===== src/rtl/kmc_pkg.sv =====
// ----------------------------------------------------------------------------
// kmc_pkg
// Shared types and constants for the keyed occurrence counter table.
// ----------------------------------------------------------------------------
package kmc_pkg;

    localparam int KEY_BYTES = 16;
    localparam int COUNT_W   = 32;
    localparam logic [COUNT_W-1:0] COUNT_MAX = '1;

    // Command codes carried in a request
    typedef enum logic [1:0] {
        CMD_COUNT  = 2'd0,
        CMD_QUERY  = 2'd1,
        CMD_RESET  = 2'd2,
        CMD_UNUSED = 2'd3
    } cmd_t;

    // One request as it travels down the hash chain
    typedef struct packed {
        cmd_t        command;
        logic [63:0] key_head;
        logic [63:0] key_tail;
    } item_t;

    // Engine status back to the top level
    typedef struct packed {
        logic take;
        logic clearing;
    } eng_ctrl_t;

    // Probe engine states
    typedef enum logic [2:0] {
        ST_CLEAR,
        ST_IDLE,
        ST_PROBE,
        ST_UPDATE
    } eng_state_t;

endpackage


===== src/rtl/kmc_hash_cell.sv =====
// ----------------------------------------------------------------------------
// kmc_hash_cell
// One cell of the hash chain: folds one key byte into the running hash,
// h = (h * 31 + byte) mod TABLE_ENTRIES, and hands the request onward.
// ----------------------------------------------------------------------------
module kmc_hash_cell #(
    parameter int  TABLE_ENTRIES = 256,
    parameter int  BYTE_IDX      = 0,
    localparam int IW            = $clog2(TABLE_ENTRIES)
) (
    input  logic            aclk,
    input  logic            aresetn,
    input  logic            advance,
    input  logic            in_valid,
    input  kmc_pkg::item_t  in_item,
    input  logic [IW-1:0]   in_hash,
    output logic            out_valid,
    output kmc_pkg::item_t  out_item,
    output logic [IW-1:0]   out_hash
);
    import kmc_pkg::*;

    // Width of h*31+byte, and number of conditional subtracts to reduce it
    localparam int XW    = $clog2(32 * TABLE_ENTRIES + 257);
    localparam int QW    = $clog2(32 + 256 / TABLE_ENTRIES);
    localparam int SHIFT = 56 - 8 * (BYTE_IDX % 8);

    logic          valid_reg;
    item_t         item_reg;
    logic [IW-1:0] hash_reg;
    logic [IW-1:0] hash_next;
    logic [63:0]   word;
    logic [7:0]    key_byte;

    // Pick this cell's byte
    assign word     = (BYTE_IDX < 8) ? in_item.key_head : in_item.key_tail;
    assign key_byte = 8'(word >> SHIFT);

    // Multiply-accumulate, then reduce by constant shifted subtracts
    always_comb begin
        logic [XW-1:0] x;
        logic [XW-1:0] lim;
        x   = (XW'(in_hash) << 5) - XW'(in_hash) + XW'(key_byte);
        lim = '0;
        for (int k = QW - 1; k >= 0; k--) begin
            lim = XW'(TABLE_ENTRIES) << k;
            if (x >= lim) begin
                x = x - lim;
            end
        end
        hash_next = IW'(x);
    end

    // Stage register, moves only when the chain advances
    always_ff @(posedge aclk) begin
        if (!aresetn) begin
            valid_reg <= 1'b0;
        end else if (advance) begin
            valid_reg <= in_valid;
        end
    end

    always_ff @(posedge aclk) begin
        if (advance) begin
            item_reg <= in_item;
            hash_reg <= hash_next;
        end
    end

    assign out_valid = valid_reg;
    assign out_item  = item_reg;
    assign out_hash  = hash_reg;

endmodule


===== config.mk =====
export PLATFORM = sky130hd
export DESIGN_NAME = kmc_hash_cell
export DESIGN_NICKNAME = d
export VERILOG_FILES = /design/src/rtl/kmc_pkg.sv /design/src/rtl/kmc_hash_cell.sv
export SDC_FILE = /design/constraint.sdc
export NUM_CORES = 1
export LEC_CHECK = 0
export BUFFER_PORTS_ARGS = -buffer_cell sky130_fd_sc_hd__buf_2
export CAP_MARGIN = 20
export CORE_MARGIN = 1
export CORE_UTILIZATION = 40
export CTS_BUF_LIST = sky130_fd_sc_hd__clkbuf_4 sky130_fd_sc_hd__clkbuf_8 sky130_fd_sc_hd__clkbuf_16
export CTS_CLUSTER_DIAMETER = 150
export DETAILED_ROUTE_END_ITERATION = 16
export GPL_TIMING_DRIVEN = 0
export PLACE_DENSITY = 0.71
export SYNTH_ARGS = -nofsm -noshare
export SYNTH_HDL_FRONTEND = slang
export SYNTH_SLANG_ARGS = --single-unit

===== constraint.sdc =====
create_clock -name aclk -period 3 [get_ports aclk]
set_input_delay 0.45 -clock aclk [delete_from_list [all_inputs] [get_ports aclk]]
set_output_delay 0.45 -clock aclk [all_outputs]
set_load 0.02 [all_outputs]

# Word-level counts from Yosys, hierarchy flattened
# Cells that the tools add are included.
# totals
reg_bits	139
out_inout_bits	139
# classes
addsub	8
magnitude_cmp	6
mux	6
# op_table
operator	count
$mux W14	5
$add A14 B8 Y14	1
$ge A14 B10 Y1 const B	1
$ge A14 B11 Y1 const B	1
$ge A14 B12 Y1 const B	1
$ge A14 B13 Y1 const B	1
$ge A14 B14 Y1 const B	1
$ge A14 B9 Y1 const B	1
$sub A13 B8 Y14	1
$sub A14 B10 Y14 const B	1
$sub A14 B11 Y14 const B	1
$sub A14 B12 Y14 const B	1
$sub A14 B13 Y14 const B	1
$sub A14 B14 Y14 const B	1
$mux W8	1
$sub A8 B1 Y8 const B	1

# Longest topological paths before layout
# Gate-level depths: netlist (run 1).
# depth
ltp_word	14
ltp_mapped	9

# Least setup slack after synthesis (run 1)
# Ideal clock, no wire load.
# synth_path
path_kind	input to register
from	input in_hash[1]
to	register hash_reg[7] (netlist: out_hash[7]), data pin
t_arrival_ns	1.925
required_time_ns	2.742
setup_slack_ns	0.817
path_stages	8
n_path_buf	0
cell_sequence	inv_1 ha_1 ha_1 fa_1 a211oi_2 o21bai_1 a21oi_2 xnor2_1
# synth_via
elab_chain_cells	14
word_cells_on_any_way	20
classes_between	8 x add/sub; 6 x order compare; 6 x mux
# synth_lines
item	line	text
from (decl)	kmc_hash_cell.sv:16	input logic [IW-1:0] in_hash,
$sub A13 B8 Y14 (*)	kmc_hash_cell.sv:43	x = (XW'(in_hash) << 5) - XW'(in_hash) + XW'(key_byte);
$add A14 B8 Y14 (*)	kmc_hash_cell.sv:43	
$sub A14 B14 Y14 or $ge A14 B14 Y1 (tied branches)	kmc_hash_cell.sv:48, kmc_hash_cell.sv:47	
$mux W14 (*)	kmc_hash_cell.sv:47	if (x >= lim) begin
$sub A14 B13 Y14 or $ge A14 B13 Y1 (tied branches)	kmc_hash_cell.sv:48, kmc_hash_cell.sv:47	
$mux W14 (*)	kmc_hash_cell.sv:47	
$sub A14 B12 Y14 or $ge A14 B12 Y1 (tied branches)	kmc_hash_cell.sv:48, kmc_hash_cell.sv:47	
$mux W14 (*)	kmc_hash_cell.sv:47	
$sub A14 B11 Y14 or $ge A14 B11 Y1 (tied branches)	kmc_hash_cell.sv:48, kmc_hash_cell.sv:47	
$mux W14 (*)	kmc_hash_cell.sv:47	
$sub A14 B10 Y14 or $ge A14 B10 Y1 (tied branches)	kmc_hash_cell.sv:48, kmc_hash_cell.sv:47	
$mux W14 (*)	kmc_hash_cell.sv:47	
$ge A14 B9 Y1 or $sub A8 B1 Y8 (tied branches)	kmc_hash_cell.sv:47, kmc_hash_cell.sv:48	
$mux W8 (*)	kmc_hash_cell.sv:47	
named net hash_next[7]	kmc_hash_cell.sv:31	logic [IW-1:0] hash_next;
to (signal assigned)	kmc_hash_cell.sv:66	hash_reg <= hash_next;
to (decl)	kmc_hash_cell.sv:30	logic [IW-1:0] hash_reg;
# Mark *: on every way through the listed nets, which the timed path passes. The rest lies on a longest branch.
# A chain may end at the register's enable or synchronous reset.

# Worst setup path in the final report (run 1)
# Ends and elaborated chain as after synthesis.

==> impl_metrics.tcl, run 1 <==
set metrics [dict create \
    status "finished clean" \
    initial_utilization 0.416 \
    grt_setup_unrepaired "no" \
    drive_above_1_share 0.624 \
    met1_length_microns 3800 \
    hold_viol_final 0 \
    cpPeakStageDelay_ns 0.46 \
    synth.most_common_cell "edfxtp_1" \
    wl_met2_microns 5570 \
    grt_overflow 0 \
    ioPinCount 281 \
    holdCritPathClass "in -> reg" \
    final_nets 643 \
    postLayoutSetupSlackWorst_ns 0.979 \
    cp_top_family "adder cells" \
    cts_tree "built" \
    final-setup-viol-count 0 \
    wl_per_cell_microns 16.4 \
    worst_path_most_repeated_cell "ha_1" \
    clk_pin_slew_worst_paths_ns 0.05 \
    numCtsBuffers 17 \
    cp_data_arrival_time_ns 2.18 \
    wl_microns 10500 \
    layout_min_cycle_time_ns 2.02 \
    rr_worst_depth 2 \
    path_class "in -> reg" \
    grt_usage 0.173 \
    vias 2861 \
    initialDrtViolationCount 154 \
    synth_ff_type "edfxtp_1" \
    clk_latency_ns 0.41 \
    timing.rr.start "out_valid" \
    min_to "out_item[92]" \
    synth_common_cells "edfxtp_1 (138), ha_1 (11), inv_1 (11)" \
    fin_area_sq_um 6690 \
    end_kind "flip-flop" \
    p_leak_nw 2.95 \
    antenna_found_initial 0 \
    grt_pass1_wl_microns 14300 \
    period_share 0.674 \
    clock_path_buffers 2 \
    diodes 0 \
    fmax_ghz 0.495 \
    avgSynthCellArea_sq_um 24.4 \
    dr.pass1.iters 4 \
    grt_max_degree 72 \
    synth_area_leaders "edfxtp_1 (91%), ha_1 (3.0%), fa_1 (1.3%)" \
    slowest_stage "fa_1" \
    skew_ns 0 \
    synth_top_area_share 0.906 \
    powerDensity_nw_per_um2 710 \
    synthCells 187 \
    ys_seq_area_frac 0.911 \
    place_ws_ns 0.559 \
    slew_violations 0 \
    slew_headroom 0.564 \
    coreArea_sq_um 11000 \
    whs_path_depth 1 \
    first_global_vias 2807 \
    whs_ns 0.214 \
    path_max_fanout 3 \
    drcViolationCount 0 \
    synth_area_leader_cell "edfxtp_1" \
    post_cts_buffers 0 \
    reg2reg_slack_ns 2.41 \
    clock-sinks 139 \
    hold_start "in_item[92]" \
    cts_root_buffer "clkbuf_16" \
    syn_area_sq_um 4570 \
    worstMarginPinSlew_ns 0.654 \
    path_buf_inv 2 \
    cp.required_ns 3.16 \
    path_cells "buf_2, inv_1, ha_1, ha_1, fa_1, a211oi_2, o21bai_1, a21oi_2, xnor2_1" \
    ctsResizeCount 0 \
    area_growth_pct 46.3 \
    hpwl_microns 7800 \
    yosys_warnings 0 \
    vdd_drop_max_v 0.000403 \
    cap_viol_max_count 0 \
    die_w_microns 109 \
    ys_ff_latch 139 \
    total_power_mw 4.75 \
    wl_met3_microns 961 \
    drt.antenna.violating_nets 0 \
    avgViaCountPerCell 4.47 \
    final.setup.tns_ns 0 \
    htree_levels 4 \
    r2r_end "out_valid" \
    syn_nets 343 \
    place_area_sq_um 6180 \
    start_kind "input pin" \
    gp_congestion 0.748 \
    dieArea_sq_um 11900 \
    synthDistinctLibCells 18 \
    rows 38 \
    synthArstFlopShare 0 \
    die_y_microns 109 \
    port_buffers 280 \
    hold_buffers 0 \
    top_layer "met4" \
    synth_edf_count 138 \
]
## layout by cell type, fill, tap and decap left out, types with 2 or more instances in the layout
master | Yosys | routed
xor2_1 | 2 | 2
ha_1 | 11 | 11
xnor2_1 | 6 | 6
clkinv_2 | 0 | 7
nand2_1 | 2 | 2
inv_1 | 11 | 11
nor2b_1 | 2 | 2
a21oi_1 | 3 | 3
clkbuf_16 | 0 | 17
fa_1 | 3 | 3
clkinv_1 | 0 | 4
clkbuf_4 | 0 | 3
buf_2 | 0 | 279
edfxtp_1 | 138 | 138
## power breakdown
part           leakage, nW  switching [mW]  internal, mW
sequential            1.36          0.0393          2.33
clock                0.257           0.716          1.06
combinational         1.34           0.388         0.221
total                 2.95            1.14          3.61
## routing by layer
layer,up-vias,global-route usage
li1,1330,-
met1,1364,0.178
met2,151,0.303
met3,16,0.0771
met4,0,0.0763
met5,-,0
## state kept, by name, indices dropped and copies added (netlist names)
signal / count
out_item: 130
out_hash: 8
out_valid: 1
## cell families after synthesis
| group | share of synthesized area |
|---|---|
| buffers and inverters | 0.00903 |
| AO/OA/AOI/OAI | 0.0142 |
| AND/OR/NAND/NOR | 0.00520 |
| adder cells (fa/ha/maj) | 0.0432 |
| flip-flops | 0.911 |
| XOR/XNOR | 0.0153 |
| multiplexers | 0.00219 |
## layout make-up
type | instances | area, sq um
clock inverters | 12 | 57.6
multi-input cells | 37 | 367
inverters | 11 | 41.3
repair buffers | 281 | 1440
clock buffers | 20 | 448
well taps | 140 | 175
fillers | 848 | 4300
flip-flops and latches | 139 | 4160
## through the flow
step	utilization	instances
final	0.609	640
after global routing	0.609	640
after CTS	0.609	640
after detailed placement	0.563	608
after global placement	0.560	607
after floorplan	-	187
## how the worst max path moves through the flow
stage | startpoint | endpoint | slack (ns) | cells past startpoint
after floorplan | in_hash[1] | out_hash[7] | 0.82 | 8
after global placement | advance | out_valid | -0.09 | 3
after detailed placement | in_hash[1] | out_hash[7] | 0.56 | 9
after CTS | in_hash[1] | out_hash[7] | 1.01 | 9
after global routing | in_hash[1] | out_hash[7] | 0.94 | 9
final | in_hash[1] | out_hash[7] | 0.98 | 9
No activity file was read; power rests on OpenSTA's default activity.
==> run 2, diff against run 1 <==
clock period = 1.9 ns   (was 3 ns; I/O delays follow)
==> run 2 against run 1 <==
Against the previous run: clock-buffer cell count increased by 1; global-route usage up 0.74 points; die area is the same; utilization increased by 1.5 points.
==> impl_metrics.tcl, run 2 (synthesis results as in run 1) <==
set metrics [dict create \
    status "finished clean" \
    cp-startpoint "in_hash[1]" \
    grt_overflow 0 \
    total_power_mw 8.33 \
    worstMarginPinSlew_ns 0.603 \
    grt_usage 0.181 \
    wl_met3_microns 970 \
    cts_root_buffer "clkbuf_16" \
    gp_congestion 0.857 \
    place_inst 608 \
    path_buf_inv 2 \
    path_class "in -> reg" \
    holdCritPathClass "in -> reg" \
    grt_max_degree 77 \
    wl_microns 10900 \
    drcViolationCount 0 \
    place_ws_ns -0.189 \
    fin_area_sq_um 6850 \
    final_nets 643 \
    initial_utilization 0.416 \
    cp_top_family "adder cells" \
    final-setup-viol-count 0 \
    timing.rr.start "out_valid" \
    dieArea_sq_um 11900 \
    wl_met2_microns 5790 \
    hold_viol_final 0 \
    numCtsBuffers 17 \
    start_kind "input pin" \
    vdd_drop_max_v 0.000679 \
    slew_headroom 0.598 \
    clk_pin_slew_worst_paths_ns 0.06 \
    initialDrtViolationCount 153 \
    cap_viol_max_count 0 \
    vias 2884 \
    final_cells 642 \
    antenna_found_initial 2 \
    post_cts_buffers 0 \
    cpPeakStageDelay_ns 0.40 \
    clock-sinks 139 \
    hold_buffers 0 \
    layout_commonest_cell "buf_2" \
    postLayoutSetupSlackWorst_ns 0.216 \
    largest_reg_flops 130 \
    period_share 0.886 \
    rows 38 \
    end_kind "flip-flop" \
    final.setup.tns_ns 0 \
    drive_above_1_share 0.636 \
    grt_setup_unrepaired "no" \
    ioPinCount 281 \
    layout_min_cycle_time_ns 1.68 \
    fill_cells 825 \
    drt.antenna.violating_nets 0 \
    top_layer "met4" \
    cp_data_arrival_time_ns 1.84 \
    port_buffers 280 \
    hold_start "in_item[77]" \
    powerDensity_nw_per_um2 1220 \
    first_global_vias 2900 \
    place_area_sq_um 6190 \
    clk_latency_ns 0.40 \
    skew_ns 0 \
    met1_length_microns 3940 \
    die_w_microns 109 \
    area_growth_pct 49.9 \
    die_y_microns 109 \
    dr.pass1.iters 6 \
    layout_common_cells "buf_2 (279), edfxtp_1 (138), clkbuf_16 (17), inv_1 (11), ha_1 (10)" \
    path_max_fanout 3 \
    hpwl_microns 8020 \
    fmax_ghz 0.594 \
    cts_tree "built" \
    p_leak_nw 3.01 \
    ctsResizeCount 0 \
    avgViaCountPerCell 4.49 \
    path_cells "buf_2, inv_1, ha_1, ha_2, fa_2, a211oi_2, o21bai_1, a21oi_2, xnor2_1" \
    slowest_stage "fa_2" \
    slew_violations 0 \
    htree_levels 4 \
    grt_pass1_wl_microns 15200 \
    cp.required_ns 2.06 \
    wl_per_cell_microns 17.1 \
    coreArea_sq_um 11000 \
    clock_path_buffers 2 \
]
[run 2: per-stage QoR]
| step | hold slack, ns | util |
|---|---|---|
| after floorplan | 0.384 | - |
| after global placement | 0.462 | 0.560 |
| after detailed placement | 0.463 | 0.563 |
| after CTS | 0.0355 | 0.623 |
| after global routing | 0.0303 | 0.624 |
| final | 0.0524 | 0.624 |
[run 2: worst paths after layout]
kind	slack (ns)	cells past startpoint	endpoint
setup / recovery	0.22	9	out_hash[7]
hold / removal	0.05	1	out_item[77]
setup reg to reg	1.31	2	out_valid
hold reg to reg	0.53	2	out_valid
[run 2: metal layers]
metal | vias to the layer above | GRT usage
li1 | 1329 | -
met1 | 1377 | 0.190
met2 | 155 | 0.317
met3 | 23 | 0.0663
met4 | 0 | 0.0888
met5 | - | 0
[run 2: final cells by class]
class / instances / area [sq um] / area share
clock buffer: 21 / 468 / 0.0683
antenna: 2 / 5.00 / 0.000730
tap: 140 / 175 / 0.0256
inverter: 11 / 41.3 / 0.00603
timing repair buffer: 281 / 1440 / 0.209
multi-input combinational: 37 / 372 / 0.0542
sequential: 139 / 4160 / 0.608
clock inverter: 11 / 191 / 0.0279
[run 2: power breakdown]
part / switching, mW / leakage (nW) / total, mW / internal [mW]
Combinational: 0.618 / 1.33 / 0.968 / 0.350
Clock: 1.19 / 0.317 / 3.62 / 2.43
Sequential: 0.0639 / 1.36 / 3.74 / 3.68
==> run 3, diff against run 2 <==
ABC_AREA = 1   (was unset)
CAP_MARGIN = unset   (was 20)
CORE_ASPECT_RATIO = 1.75   (was unset)
==> run 3 against run 2 <==
Against the previous run: sequential power about the same; design area increased by 0.91%; wire length increased by 4.3%; area after synthesis increased by 2.2%; clock power decreased by 2%; critical endpoint unchanged; largest cell class unchanged; largest power group unchanged.
==> impl_metrics.tcl, run 3 <==
set metrics [dict create \
    clk_pin_slew_worst_paths_ns 0.06 \
    holdCritPathClass "in -> reg" \
    synthDistinctLibCells 17 \
    fin_area_sq_um 6910 \
    ys_seq_area_frac 0.892 \
    largest_reg_flops 130 \
    clk_latency_ns 0.40 \
    status "finished clean" \
    p_leak_nw 3.14 \
    path_max_fanout 4 \
    final.setup.tns_ns 0 \
    ys_ff_latch 139 \
    fmax_ghz 0.600 \
    initial_utilization 0.416 \
    cap_viol_max_count 0 \
    p_seq_frac 0.451 \
    vias 3036 \
    vdd_drop_max_v 0.000949 \
    area_growth_pct 48.0 \
    clock_path_buffers 2 \
    synth_common_cells "edfxtp_1 (138), inv_1 (24), nand2_1 (23)" \
    wl_microns 11400 \
    dr.pass1.iters 4 \
    layout_commonest_cell "buf_2" \
    path_class "in -> reg" \
    whs_path_depth 1 \
    p_comb_frac 0.120 \
    first_global_vias 3160 \
    gp_congestion 0.802 \
    skew_ns 0 \
    synth_top_area_share 0.887 \
    worstMarginPinSlew_ns 0.541 \
    cts_root_buffer "clkbuf_16" \
    cts_tree "built" \
    dieArea_sq_um 12100 \
    synthCells 223 \
    postLayoutSetupSlackWorst_ns 0.234 \
    synthArstFlopShare 0 \
    cp-startpoint "in_item[126]" \
    wl_per_cell_microns 17.1 \
    avgViaCountPerCell 4.55 \
    synth_ff_type "edfxtp_1" \
    avgSynthCellArea_sq_um 20.9 \
    hpwl_microns 8850 \
    synth_area_leader_cell "edfxtp_1" \
    die_y_microns 145 \
    ctsResizeCount 0 \
    drt.antenna.violating_nets 0 \
    htree_levels 4 \
    cp_data_arrival_time_ns 1.83 \
    synth_area_leaders "edfxtp_1 (89%), ha_1 (2.9%), inv_1 (1.9%)" \
    hold_buffers 0 \
    numCtsBuffers 17 \
    coreArea_sq_um 11200 \
    ioPinCount 281 \
    initialDrtViolationCount 117 \
    rows 51 \
    r2r_end "out_valid" \
    p_sw_mw 1.93 \
    layout_common_cells "buf_2 (279), edfxtp_1 (138), inv_1 (24), nand2_1 (23), clkbuf_16 (17)" \
    port_buffers 280 \
    grt_overflow 0 \
    place_ws_ns -0.180 \
    fill_cells 872 \
    slew_headroom 0.639 \
    yosys_warnings 0 \
    final_cells 667 \
    timing.rr.start "out_valid" \
    synth_edf_count 138 \
    die_w_microns 83.7 \
    p_sw_frac 0.233 \
    grt_pass1_wl_microns 17100 \
    reg2reg_slack_ns 1.26 \
    p_int_mw 6.35 \
    min_to "out_item[87]" \
    final-setup-viol-count 0 \
    rr_worst_depth 2 \
    hold_start "in_item[87]" \
    end_kind "flip-flop" \
    period_share 0.877 \
    grt_setup_unrepaired "no" \
    syn_area_sq_um 4670 \
    cp.required_ns 2.06 \
    place_area_sq_um 6270 \
    diodes 0 \
    syn_nets 379 \
    start_kind "input pin" \
    pwr-share-clk 0.429 \
    post_cts_buffers 0 \
    antenna_found_initial 0 \
    drive_above_1_share 0.591 \
    place_inst 636 \
    clock-sinks 139 \
    synth.most_common_cell "edfxtp_1" \
    grt_usage 0.190 \
    grt_max_degree 85 \
    final_nets 679 \
    slew_violations 0 \
    powerDensity_nw_per_um2 1200 \
    layout_min_cycle_time_ns 1.67 \
    hold_viol_final 0 \
    drcViolationCount 0 \
]
run 3: changes by cell type after synthesis, sizes merged, moves of 2 or more:
cell	delta
nand2	+23
xnor2	-4
inv	+14
nor2	+4
nand3	+4
nor2b	-2
run 3: critical path: stages:
cell and delay, ns:
buf_2 0.08, inv_1 0.05, fa_1 0.53, inv_1 0.04
ha_1 0.35, a21oi_1 0.25, nand3_1 0.11, nand2_1 0.07
nand2_1 0.04
run 3: power groups by stage:
stage | Combinational (mW) | Clock (mW) | Sequential, mW
5_1_grt | 1.07 | 3.75 | 3.75
3_5_place_dp | 1.01 | 0 | 3.80
2_1_floorplan | 0.147 | 0 | 4.15
4_1_cts | 1.01 | 3.64 | 3.74
6_report | 0.995 | 3.55 | 3.73
3_3_place_gp | 0.981 | 0 | 3.80
run 3: how the worst max path moves through the flow:
stage,end,slack (ns),cells after the start
after global placement,out_valid,-0.97,3
after detailed placement,out_hash[7],-0.18,9
after CTS,out_hash[7],0.24,9
after global routing,out_hash[7],0.15,9
final,out_hash[7],0.23,9
after floorplan,out_hash[7],0.08,8
run 3: metal layers:
metal  routed length [microns]  track usage  vias up
met4                       286       0.0856        0
met3                       804       0.0597       18
li1                          -            -     1428
met5                         0            0        -
met2                      6570        0.356      154
met1                      3760        0.185     1436
run 3: layout make-up:
| type | instances | area (sq um) | area share |
|---|---|---|---|
| Clock inverter | 14 | 218 | 0.0315 |
| Inverter | 25 | 93.8 | 0.0136 |
| Multi-Input combinational cell | 59 | 413 | 0.0597 |
| Clock buffer | 17 | 425 | 0.0615 |
| Tap cell | 132 | 165 | 0.0239 |
| Sequential cell | 139 | 4160 | 0.602 |
| Timing Repair Buffer | 281 | 1440 | 0.208 |
run 3: kinds of logic (layout without fill, tap and decap cells):
kind of cell,after synthesis,in the layout,share of synthesized area
xor+xnor,3,3,0.00563
compound gates,6,6,0.00643
simple gates,36,36,0.0340
fa+ha+maj,14,14,0.0423
buf+inv,25,337,0.0201
flops,139,139,0.892
run 3: metrics by stage:
step	util	hold WS, ns	total power [mW]
after floorplan	-	0.378	4.29
after global placement	0.555	0.462	4.78
after detailed placement	0.558	0.463	4.80
after CTS	0.616	0.0351	8.39
after global routing	0.616	0.0320	8.57
final	0.616	0.0501	8.28
